### config.mk
export PLATFORM = sky130hd
export DESIGN_NAME = css_color_parser
export DESIGN_NICKNAME = d
export VERILOG_FILES = /design/src/design/ccp_pkg.sv /design/src/design/css_color_parser.sv
export SDC_FILE = /design/constraint.sdc
export NUM_CORES = 1
export LEC_CHECK = 0
export BUFFER_PORTS_ARGS = -buffer_cell sky130_fd_sc_hd__buf_2
export CAP_MARGIN = 20
export CORE_MARGIN = 3
export CORE_UTILIZATION = 57
export CTS_BUF_LIST = sky130_fd_sc_hd__clkbuf_16
export DETAILED_ROUTE_END_ITERATION = 16
export GPL_ROUTABILITY_DRIVEN = 0
export PLACE_DENSITY = 0.82
export SLEW_MARGIN = 40
export SYNTH_ARGS = -nofsm -noshare
export SYNTH_HDL_FRONTEND = slang
export SYNTH_SLANG_ARGS = --single-unit
### constraint.sdc
create_clock -name clk -period 4.3 [get_ports clk]
set_clock_uncertainty 0.2 [all_clocks]
set_input_delay 1.075 -clock clk [delete_from_list [all_inputs] [get_ports clk]]
set_output_delay 1.075 -clock clk [all_outputs]
set_load 0.1 [all_outputs]
### src/design/ccp_pkg.sv
// ----------------------------------------------------------------------------
// CSS color parser package
// Types, character codes and the fixed color name table.
// ----------------------------------------------------------------------------
package ccp_pkg;

	localparam int NAME_COUNT   = 20;
	localparam int NAME_MAX_LEN = 8;
	localparam int POS_SAT      = 8;

	typedef logic [7:0]            char_t;
	typedef logic [3:0]            pos_t;
	typedef logic [3:0]            nibble_t;
	typedef logic [1:0]            comp_cnt_t;
	typedef logic [31:0]           argb_t;
	typedef logic [2:0]            name_len_t;
	typedef logic [NAME_COUNT-1:0] name_mask_t;
	typedef logic [NAME_MAX_LEN*8-1:0] name_text_t;

	localparam logic [7:0] ALPHA_OPAQUE = 8'hFF;

	localparam char_t CH_HASH  = 8'h23;
	localparam char_t CH_0     = 8'h30;
	localparam char_t CH_9     = 8'h39;
	localparam char_t CH_UA    = 8'h41;
	localparam char_t CH_UF    = 8'h46;
	localparam char_t CH_UZ    = 8'h5A;
	localparam char_t CH_LA    = 8'h61;
	localparam char_t CH_LF    = 8'h66;
	localparam char_t CH_R     = 8'h72;
	localparam char_t CH_G     = 8'h67;
	localparam char_t CH_B     = 8'h62;
	localparam char_t CASE_OFS = 8'h20;

	// Names are right-aligned: the first character sits in the highest used byte.
	localparam name_text_t NAME_TEXT [NAME_COUNT] = '{
		64'("black"),  64'("white"),  64'("red"),     64'("green"),   64'("lime"),
		64'("blue"),   64'("navy"),   64'("gray"),    64'("grey"),    64'("silver"),
		64'("yellow"), 64'("orange"), 64'("purple"),  64'("maroon"),  64'("olive"),
		64'("teal"),   64'("aqua"),   64'("cyan"),    64'("fuchsia"), 64'("magenta")
	};

	localparam name_len_t NAME_LEN [NAME_COUNT] = '{
		3'd5, 3'd5, 3'd3, 3'd5, 3'd4, 3'd4, 3'd4, 3'd4, 3'd4, 3'd6,
		3'd6, 3'd6, 3'd6, 3'd6, 3'd5, 3'd4, 3'd4, 3'd4, 3'd7, 3'd7
	};

	localparam argb_t NAME_COLOR [NAME_COUNT] = '{
		32'hFF000000, 32'hFFFFFFFF, 32'hFFFF0000, 32'hFF008000, 32'hFF00FF00,
		32'hFF0000FF, 32'hFF000080, 32'hFF808080, 32'hFF808080, 32'hFFC0C0C0,
		32'hFFFFFF00, 32'hFFFFA500, 32'hFF800080, 32'hFF800000, 32'hFF808000,
		32'hFF008080, 32'hFF00FFFF, 32'hFF00FFFF, 32'hFFFF00FF, 32'hFFFF00FF
	};

	// Hex digit decode: bit 4 flags a valid digit.
	function automatic logic [4:0] hex_decode(input char_t c);
		logic [4:0] r;
		r = 5'b0;
		if (c >= CH_0 && c <= CH_9) begin
			r = {1'b1, 4'(c - CH_0)};
		end else if (c >= CH_LA && c <= CH_LF) begin
			r = {1'b1, 4'(c - CH_LA + 8'd10)};
		end else if (c >= CH_UA && c <= CH_UF) begin
			r = {1'b1, 4'(c - CH_UA + 8'd10)};
		end
		return r;
	endfunction

endpackage

### src/design/css_color_parser.sv
// ----------------------------------------------------------------------------
// CSS color parser
// Streams a CSS color value in one character per item and answers on the
// last character with an ARGB word (opaque on success, zero on failure) and a success flag.
// ----------------------------------------------------------------------------
// Path: input register, then the result register once it is free to load.
// Throughput: one character per cycle unless a last character waits on a full,
// stalled result register; the per-character state update is a single pass of
// compares and a small multiply-by-ten between the registers.
// Reset: arst_n clears all parse state and both valid flags at once.
// ----------------------------------------------------------------------------
module css_color_parser
	import ccp_pkg::*;
(
	input  logic  clk,
	input  logic  arst_n,
	input  logic  in_valid,
	output logic  in_ready,
	input  char_t char_code,
	input  logic  last,
	output logic  out_valid,
	input  logic  out_ready,
	output argb_t color,
	output logic  ok
);

	// Input register
	logic  valid_s1;
	char_t char_s1;
	logic  last_s1;

	// Parse state, per slice
	pos_t       pos_q;
	logic       hash_mode_q;
	logic       rgb_prefix_q;
	logic [23:0] hex_accum_q;
	logic       hex_bad_q;
	logic [7:0] dec_cur_q;
	logic       dec_have_q;
	comp_cnt_t  comp_cnt_q;
	logic [7:0] comp_val_q [3];
	name_mask_t cand_q;

	// Next-state values after the character in the input register
	pos_t       pos_n;
	logic       hash_mode_n;
	logic       rgb_prefix_n;
	logic [23:0] hex_accum_n;
	logic       hex_bad_n;
	logic [7:0] dec_cur_n;
	logic       dec_have_n;
	comp_cnt_t  comp_cnt_n;
	logic [7:0] comp_val_n [3];
	name_mask_t cand_n;

	// Result of the current slice, valid only when last_s1 is set
	argb_t res_color;
	logic  res_ok;

	logic  out_free;
	logic  s1_go;

	// Advance the input register when its character is not a last one
	// (no result to place) or the result register can take a new value.
	assign out_free = !out_valid || out_ready;
	assign s1_go    = valid_s1 && (!last_s1 || out_free);
	assign in_ready = !valid_s1 || s1_go;

	// ------------------------------------------------------------------------
	// Per-character update
	// ------------------------------------------------------------------------
	always_comb begin
		char_t       lc;
		logic [4:0]  hex;
		char_t       want;
		logic        is_digit;
		logic [11:0] dec_mul;
		logic [3:0]  ofs;
		logic        flush;
		logic [7:0]  fin [3];
		logic        found;

		lc = char_s1;
		if (char_s1 >= CH_UA && char_s1 <= CH_UZ) begin
			lc = char_s1 + CASE_OFS;
		end

		pos_n        = (pos_q < pos_t'(POS_SAT)) ? pos_q + 4'd1 : pos_t'(POS_SAT);
		hash_mode_n  = hash_mode_q;
		rgb_prefix_n = rgb_prefix_q;
		hex_accum_n  = hex_accum_q;
		hex_bad_n    = hex_bad_q;
		dec_cur_n    = dec_cur_q;
		dec_have_n   = dec_have_q;
		comp_cnt_n   = comp_cnt_q;
		comp_val_n   = comp_val_q;
		cand_n       = cand_q;

		// Form detection on the first three characters
		if (pos_q == 4'd0) begin
			hash_mode_n = (char_s1 == CH_HASH);
		end
		unique case (pos_q)
			4'd0:    want = CH_R;
			4'd1:    want = CH_G;
			default: want = CH_B;
		endcase
		if (pos_q < 4'd3 && lc != want) begin
			rgb_prefix_n = 1'b0;
		end

		// Hex digits at positions one through six
		hex = hex_decode(char_s1);
		if (pos_q >= 4'd1 && pos_q <= 4'd6) begin
			if (!hex[4]) begin
				hex_bad_n = 1'b1;
			end else begin
				hex_accum_n = {hex_accum_q[19:0], hex[3:0]};
			end
		end

		// Decimal components from position three on, saturating at 255
		is_digit = (char_s1 >= CH_0 && char_s1 <= CH_9);
		dec_mul  = ({4'b0, dec_cur_q} << 3) + ({4'b0, dec_cur_q} << 1)
			+ {8'b0, 4'(char_s1 - CH_0)};
		if (pos_q >= 4'd3 && comp_cnt_q != 2'd3) begin
			if (is_digit) begin
				dec_cur_n  = (dec_mul > 12'd255) ? 8'hFF : dec_mul[7:0];
				dec_have_n = 1'b1;
			end else if (dec_have_q) begin
				for (int i = 0; i < 3; i++) begin
					if (comp_cnt_q == 2'(i)) begin
						comp_val_n[i] = dec_cur_q;
					end
				end
				comp_cnt_n = comp_cnt_q + 2'd1;
				dec_cur_n  = 8'd0;
				dec_have_n = 1'b0;
			end
		end

		// Drop names that are too short or differ at this position
		for (int k = 0; k < NAME_COUNT; k++) begin
			ofs = {1'b0, NAME_LEN[k]} - 4'd1 - pos_q;
			if (pos_q >= {1'b0, NAME_LEN[k]}
					|| NAME_TEXT[k][{ofs[2:0], 3'b000} +: 8] != lc) begin
				cand_n[k] = 1'b0;
			end
		end

		// Result for a slice ending here
		flush = (comp_cnt_n != 2'd3) && dec_have_n;
		for (int i = 0; i < 3; i++) begin
			fin[i] = (flush && comp_cnt_n == 2'(i)) ? dec_cur_n : comp_val_n[i];
		end

		res_color = '0;
		res_ok    = 1'b0;
		found     = 1'b0;
		if (hash_mode_n) begin
			if (!hex_bad_n && pos_q == 4'd3) begin
				res_color = {ALPHA_OPAQUE,
					hex_accum_n[11:8], hex_accum_n[11:8],
					hex_accum_n[7:4],  hex_accum_n[7:4],
					hex_accum_n[3:0],  hex_accum_n[3:0]};
				res_ok = 1'b1;
			end else if (!hex_bad_n && pos_q == 4'd6) begin
				res_color = {ALPHA_OPAQUE, hex_accum_n};
				res_ok    = 1'b1;
			end
		end else if (pos_q >= 4'd3 && rgb_prefix_n) begin
			if (comp_cnt_n == 2'd3 || (comp_cnt_n == 2'd2 && flush)) begin
				res_color = {ALPHA_OPAQUE, fin[0], fin[1], fin[2]};
				res_ok    = 1'b1;
			end
		end else begin
			// First matching name wins
			for (int k = 0; k < NAME_COUNT; k++) begin
				if (!found && cand_n[k] && {1'b0, NAME_LEN[k]} == pos_q + 4'd1) begin
					res_color = NAME_COLOR[k];
					res_ok    = 1'b1;
					found     = 1'b1;
				end
			end
		end
	end

	// ------------------------------------------------------------------------
	// Input register: hold the character until it is processed
	// ------------------------------------------------------------------------
	always_ff @(posedge clk or negedge arst_n) begin
		if (!arst_n) begin
			valid_s1 <= 1'b0;
		end else if (in_ready) begin
			valid_s1 <= in_valid;
		end
	end

	always_ff @(posedge clk) begin
		if (in_ready && in_valid) begin
			char_s1 <= char_code;
			last_s1 <= last;
		end
	end

	// ------------------------------------------------------------------------
	// Parse state: advance per character, clear after the last one
	// ------------------------------------------------------------------------
	always_ff @(posedge clk or negedge arst_n) begin
		if (!arst_n) begin
			pos_q        <= '0;
			hash_mode_q  <= 1'b0;
			rgb_prefix_q <= 1'b1;
			hex_accum_q  <= '0;
			hex_bad_q    <= 1'b0;
			dec_cur_q    <= '0;
			dec_have_q   <= 1'b0;
			comp_cnt_q   <= '0;
			comp_val_q   <= '{default: '0};
			cand_q       <= '1;
		end else if (s1_go) begin
			if (last_s1) begin
				pos_q        <= '0;
				hash_mode_q  <= 1'b0;
				rgb_prefix_q <= 1'b1;
				hex_accum_q  <= '0;
				hex_bad_q    <= 1'b0;
				dec_cur_q    <= '0;
				dec_have_q   <= 1'b0;
				comp_cnt_q   <= '0;
				comp_val_q   <= '{default: '0};
				cand_q       <= '1;
			end else begin
				pos_q        <= pos_n;
				hash_mode_q  <= hash_mode_n;
				rgb_prefix_q <= rgb_prefix_n;
				hex_accum_q  <= hex_accum_n;
				hex_bad_q    <= hex_bad_n;
				dec_cur_q    <= dec_cur_n;
				dec_have_q   <= dec_have_n;
				comp_cnt_q   <= comp_cnt_n;
				comp_val_q   <= comp_val_n;
				cand_q       <= cand_n;
			end
		end
	end

	// ------------------------------------------------------------------------
	// Result register: load on a last character, drop once taken
	// ------------------------------------------------------------------------
	always_ff @(posedge clk or negedge arst_n) begin
		if (!arst_n) begin
			out_valid <= 1'b0;
		end else if (s1_go && last_s1) begin
			out_valid <= 1'b1;
		end else if (out_ready) begin
			out_valid <= 1'b0;
		end
	end

	always_ff @(posedge clk) begin
		if (s1_go && last_s1) begin
			color <= res_color;
			ok    <= res_ok;
		end
	end

endmodule

# Yosys cells after proc, flatten, opt, wreduce, memory -nomap -nowiden
# Cells that the tools add are included.
# Widths: inputs -> output; s select.
[op_classes]
addsub = 15
eq_ne = 37
n_lt_le_gt_ge = 17
muxes = 168
n_shift = 20
n_reduce_logical = 107
[ops]
columns = ["operator", "count"]
rows = [
  ["$shiftx 64x7->8 const A", 20],
  ["$mux 32", 25],
  ["$mux 24", 7],
  ["$ne 8x8->1", 21],
  ["$mux 1", 113],
  ["$mux 8", 12],
  ["$logic_and 1x1->1", 56],
  ["$le 8x7->1 const B", 3],
  ["$logic_or 1x1->1", 24],
  ["$logic_not 1->1", 23],
  ["$mux 20", 1],
  ["$eq 3x4->1 const A", 4],
  ["$ge 4x3->1 const B", 4],
  ["$ge 8x7->1 const B", 2],
  ["$mux 5", 3],
  ["$add 11x9->12", 1],
  ["$add 12x4->12", 1],
  ["$gt 12x8->1 const B", 1],
  ["$sub 4x1->4 const B", 3],
  ["$pmux 5 s2", 1],
  ["$sub 3x3->3 const A", 3],
  ["$add 4x4->4 const B", 2],
  ["$add 8x6->8 const B", 1],
  ["$eq 8x6->1 const B", 1],
  ["22 further kinds", 32],
]
[totals]
ff_bits = 130
elab_cells = 382
output_inout_bits = 35
input_bits = 13

# Longest topological paths before layout
[logic_depth]
depth_word = 124
ltp_mapped = 17

# Worst setup path after synthesis
# OpenSTA, ideal clock, no wires.
[synth_timing]
kind = "register to register"
from = "register pos_q[1]"
to = "register color[16] (data pin)"
n_path_buf = 4
arrival_time_ns = 3.942
path_slack_ns = -0.098
path_stages_with_launch = 18
required_time_ns = 3.844
cell_sequence = "dfrtp_1 -> buf_2 -> inv_1 -> ha_1 -> buf_2 -> inv_1 -> ha_1 -> buf_6 -> inv_2 -> a21oi_1 -> a221o_1 -> or4_4 -> a31o_4 -> and4_1 -> clkbuf_2 -> or2_0 -> o41a_1 -> o22a_1"
[synth_via]
elab_chain_len = 123
[synth_lines]
columns = ["element", "line", "rtl"]
rows = [
  ["start, declared", "css_color_parser.sv:33", "pos_t pos_q;"],
  ["start signal, assigned", "css_color_parser.sv:234", "pos_q <= pos_n;"],
  ["$sub 3x3->3", "css_color_parser.sv:144", "ofs = {1'b0, NAME_LEN[k]} - 4'd1 - pos_q;"],
  ["$shiftx 64x7->8", "css_color_parser.sv:146", "|| NAME_TEXT[k][{ofs[2:0], 3'b000} +: 8] != lc) begin"],
  ["$ne 8x8->1", "css_color_parser.sv:146", ""],
  ["$logic_or 1x1->1", "css_color_parser.sv:146", ""],
  ["$mux 1", "css_color_parser.sv:145", "if (pos_q >= {1'b0, NAME_LEN[k]}"],
  ["$logic_and 1x1->1", "css_color_parser.sv:179", "if (!found && cand_n[k] && {1'b0, NAME_LEN[k]} == pos_q + 4'd1) begin"],
  ["$mux 1", "css_color_parser.sv:179", ""],
  ["$mux 1", "css_color_parser.sv:171", "end else if (pos_q >= 4'd3 && rgb_prefix_n) begin"],
  ["[107 not listed]", "-", ""],
  ["$mux 1", "css_color_parser.sv:171", ""],
  ["$mux 1", "css_color_parser.sv:160", "if (hash_mode_n) begin"],
  ["$logic_not 1->1", "css_color_parser.sv:179", ""],
  ["$logic_and 1x1->1 (2 in series)", "css_color_parser.sv:179", ""],
  ["$mux 32", "css_color_parser.sv:179", ""],
  ["$mux 32", "css_color_parser.sv:171", ""],
  ["$mux 32 (*)", "css_color_parser.sv:160", ""],
  ["net res_color[16]", "css_color_parser.sv:57", "argb_t res_color;"],
  ["end signal, assigned", "css_color_parser.sv:263", "color <= res_color;"],
  ["end, declared", "css_color_parser.sv:23", "output argb_t color,"],
]
# Mark *: on every way through the listed nets, which the timed path passes. The rest lies on a longest branch. The select of a mux whose other input is x is not followed.
# A chain may end at the register's enable or synchronous reset.

# Final worst setup path
[layout_timing]
from = "register pos_q[1]"
to = "register color[20] (data pin)"
# The elaborated chain is that of the path after synthesis.

==> results.env <==
DIE_AREA_UM2=18700
LAYOUT_SETUP_WS_NS=0.137
RSZ_0062_RAISED_AFTER_GLOBAL_ROUTING='true'
CORE.ROWCOUNT=47
ROUTE.DETAILED.WL_PER_INST_UM=21.6
FINALCRITPERIODSHARE_PCT=96.8
DRV_CAP=0
PROPORTION_OF_REGISTER_BITS_WITH_ASYNCHRONOUS_SET_OR_RESET_AFTER_SYNTHESIS_PCT=71.5
POWER.CLOCK.FRACTION_PCT=34.9
CLK_PIN_SLEW_WORST_PATHS_NS=0.06
PWR-SHARE-SEQ_PCT=33.1
YS_WARN_COUNT=0
SYNTH_EDF_COUNT=35
VIA_COUNT=9499
CRITICAL_PATH_REQUIRED_TIME_NS=4.28
LAYOUT.CORE_UTILIZATION_PCT=65.0
TIMING.HOLD.WS_NS=0.275
VIA_COUNT_OF_THE_FIRST_GLOBAL_ROUTING_PASS=8759
SETUP.WORST_PATH.START_CLASS='flip-flop'
SYNTH-SEQ-CELLS=123
LAYOUT-DRIVE-GT1-SHARE_PCT=17.1
CTS.HOLD.BUFFERS_ADDED=0
DPL_CELL_AREA_UM2=10200
WIRE_LENGTH_OF_THE_FIRST_GLOBAL_ROUTING_PASS_UM=48200
FIRST_PASS_ITERS=6
DP.FINAL_HPWL_UM=21300
INITIAL_CORE_UTIL_PCT=58.6
FINALCRITICALPERIOD_NS=4.16
MET3_USAGE_PCT=6.29
CTS_SINKS=123
DRT_DRC_VIOLATIONS_LEFT=0
CORE_REGION_UM2=16600
CLOCK_INSERTION_DELAY_WORST_SKEW_NS=0.43
GRT_USE_TOTAL_PCT=32.8
GLOBALROUTE.TOTALOVERFLOW=0
NETLIST_AREA_UM2=9760
ANTENNA_CELLS_INSERTED=0
YOSYS.CELL_TYPES.COUNT=99
ROUTE.DETAILED.VIAS_PER_INST=6.81
USE_MET2_PCT=48.4
NUM-FILL-CELLS=1304
CELLPOWERDENSITY_nW_PER_UM2=374
FINAL_INSTANCE_AREA_UM2=10800
CRITICAL_PATH.ENDPOINT_TYPE='flip-flop'
DIE_H_UM=137
NET-SWITCHING-POWER_uW=1510
GRT_MAX_DEGREE=44
GRT-BUSIEST-LAYER='met2'
AREA_GROWTH_PCT=10.8
DR.FIRST_ITER.DRC_COUNT=1543
RUN_STATUS='complete, no violations'
HOLD_PATH.CLASS='reg2reg'
SYNTH_NETS=1189
CP.ARRIVAL_NS=4.14
SETUP-TNS-FINAL_NS=0
HOLD_VIOL_FINAL=0
TIMING_WORST_SLEW_PIN_VALUE_NS=0.790
SWITCHING_SHARE_PCT=37.3
GRT_USE_MET1_PCT=46.5
DIE_WIDTH_UM=137
POSTSYNTHCELLCOUNT=1128
SETUP_VIOL=0
MAXSLEWVIOLCOUNT=0
MAX_FREQ_MHz=240
IO_BUFFER_COUNT=47
CTS_MAX_PATH_BUFFERS=2
ANTENNA_FOUND_INITIAL=0
IOPINCOUNT=48
SYNTH_SEQ_AREA_SHARE_PCT=33.6
CTS.ROOT.BUFFER_CELL='sky130_fd_sc_hd__clkbuf_16'
DESIGN.FINAL.NETS=1223
MAX-VDD-IR-DROP_V=0.000359
DRT.ANTENNA.VIOLATING_NETS=0
DP_WORST_SETUP_SLACK_NS=0.120
COMBPWRFRAC_PCT=32.0
TIMING.SLEW.HEADROOM_PCT=47.2
ROUTE.FINAL.WIRE_LENGTH_UM=30100
POWER_REPORT.INTERNAL_TOTAL_uW=2540
SYN-MEAN-INSTANCE-AREA_UM2=8.65
TRITONCTS.NUM_BUFFERS=17
POSTSYNTH.TOPFLOPCELL='sky130_fd_sc_hd__dfrtp_1'
CTS_TREE='yes'
CTSHTREEMAXLEVEL=4
TIMING_WORST_SETUP_PATH_TYPE='reg2reg'
PATH_MAX_FANOUT=12
P_LEAK_uW=0.00428
## registers in the layout, indices dropped and copies added (netlist names)
register      cells
comp_cnt_q        2
dec_have_q        1
comp_val_q       24
last_s1           1
out_valid         1
char_s1           8
cand_q           20
hash_mode_q       1
rgb_prefix_q      1
ok                1
dec_cur_q         8
hex_bad_q         1
color            25
hex_accum_q      24
pos_q             4
valid_s1          1
## kinds of logic (layout without fill, tap and decap cells)
kind of cell               count (synthesis)  after routing  share of synthesized area [%]
buffers and inverters                    113            160                           5.90
xor gates and xnor gates                  60             60                           5.39
DFF                                      123            123                           33.6
AOI/OAI and AO/OA                        354            354                           25.0
muxes                                     21             21                           2.18
and+or+nand+nor                          409            409                           21.6
adders and majority gates                 48             48                           6.31
## metrics by stage
stage | std cells | power, uW
detailed placement | 1361 | 2600
floorplan | 1128 | 2320
global placement | 1361 | 2580
finish | 1395 | 4050
global route | 1395 | 4210
CTS | 1393 | 4000
## cell usage in the layout (no fill, tap or decap), types with 35 or more instances in the layout
cell type                  count
sky130_fd_sc_hd__edfxtp_1     35
sky130_fd_sc_hd__nand2_1     135
sky130_fd_sc_hd__buf_4        47
sky130_fd_sc_hd__xnor2_1      40
sky130_fd_sc_hd__buf_2        46
sky130_fd_sc_hd__a21oi_1      74
sky130_fd_sc_hd__ha_1         43
sky130_fd_sc_hd__o21ai_0      76
sky130_fd_sc_hd__nor2_1       76
sky130_fd_sc_hd__dfrtp_1      64
sky130_fd_sc_hd__a22o_1       44
## final cells by class
class / count / area [um2] / area share [%]
Tap cell: 220 / 275 / 2.55
Sequential cell: 123 / 3280 / 30.4
Clock buffer: 19 / 475 / 4.40
Timing Repair Buffer: 94 / 603 / 5.58
Clock inverter: 13 / 100 / 0.926
Inverter: 34 / 128 / 1.18
Multi-Input combinational cell: 892 / 5940 / 55.0
## cells in the mapped netlist (all sizes together), types with 4 or more instances
master	instances	area (um2)
nand2	139	532
o21ai	83	415
nor2	76	285
a21oi	75	387
dfrtp	67	1680
ha	46	576
a22o	44	385
buf	44	314
xnor2	40	350
a31oi	37	250
clkbuf	35	134
edfxtp	35	1050
nand3	34	170
inv	30	113
nor3	30	178
dfstp	21	552
xor2	20	175
mux2i	19	190
nor2b	19	119
nand2b	16	103
or2	12	75.1
and3	11	68.8
and2	10	65.1
o211ai	10	75.1
o31ai	10	75.1
nor4	9	56.3
o22ai	9	56.3
a211oi	8	60.1
and4	7	61.3
nand3b	7	52.6
nand4	7	43.8
a21o	6	45.0
nor3b	6	50.1
o22a	6	52.6
or3	6	37.5
a211o	5	43.8
a21boi	5	37.5
nand4b	5	50.0
o2111ai	5	61.3
or4	5	48.8
a31o	4	43.8
a41oi	4	35.0
clkinv	4	15.0
## worst max-delay path, cell delays in order (launching register included)
cell and delay (ns):
sky130_fd_sc_hd__dfrtp_2 0.46, sky130_fd_sc_hd__inv_2 0.16, sky130_fd_sc_hd__ha_2 0.22, sky130_fd_sc_hd__inv_1 0.08, sky130_fd_sc_hd__ha_1 0.31, sky130_fd_sc_hd__inv_2 0.09
sky130_fd_sc_hd__a21oi_1 0.06, sky130_fd_sc_hd__a221o_1 0.38, sky130_fd_sc_hd__or4_4 0.53, sky130_fd_sc_hd__a31o_4 0.30, sky130_fd_sc_hd__and4_1 0.23, sky130_fd_sc_hd__or2_0 0.23
sky130_fd_sc_hd__o41a_1 0.44, sky130_fd_sc_hd__o22a_1 0.21
## worst paths after layout
kind	startpoint	to	slack, ns	cells after the start
max in group asynchronous	arst_n	dec_cur_q[2]	2.68	2
min in group asynchronous	arst_n	hex_accum_q[18]	0.44	1
worst min-delay path	cand_q[7]	cand_q[7]	0.28	2
worst min register to register	cand_q[7]	cand_q[7]	0.28	2
worst max register to register	pos_q[1]	color[20]	0.14	13
worst max-delay path	pos_q[1]	color[20]	0.14	13
## layer usage
layer,vias up,share of wire [%]
met1,4401,40
met3,138,12
met5,-,0
li1,4236,-
met2,724,43
met4,0,4.9
## power groups by stage
stage | registers (uW) | clock network [uW] | logic, uW
4_1_cts | 1340 | 1410 | 1250
3_3_place_gp | 1350 | 0 | 1230
3_5_place_dp | 1360 | 0 | 1250
6_report | 1340 | 1410 | 1300
5_1_grt | 1340 | 1480 | 1390
2_1_floorplan | 1430 | 0 | 893
## what timing repair did
item,in CTS,in global routing
buffers inserted,0,2
resized for setup,0,11
setup endpoints to repair,0,23
(Power assumes the default switching activity.)
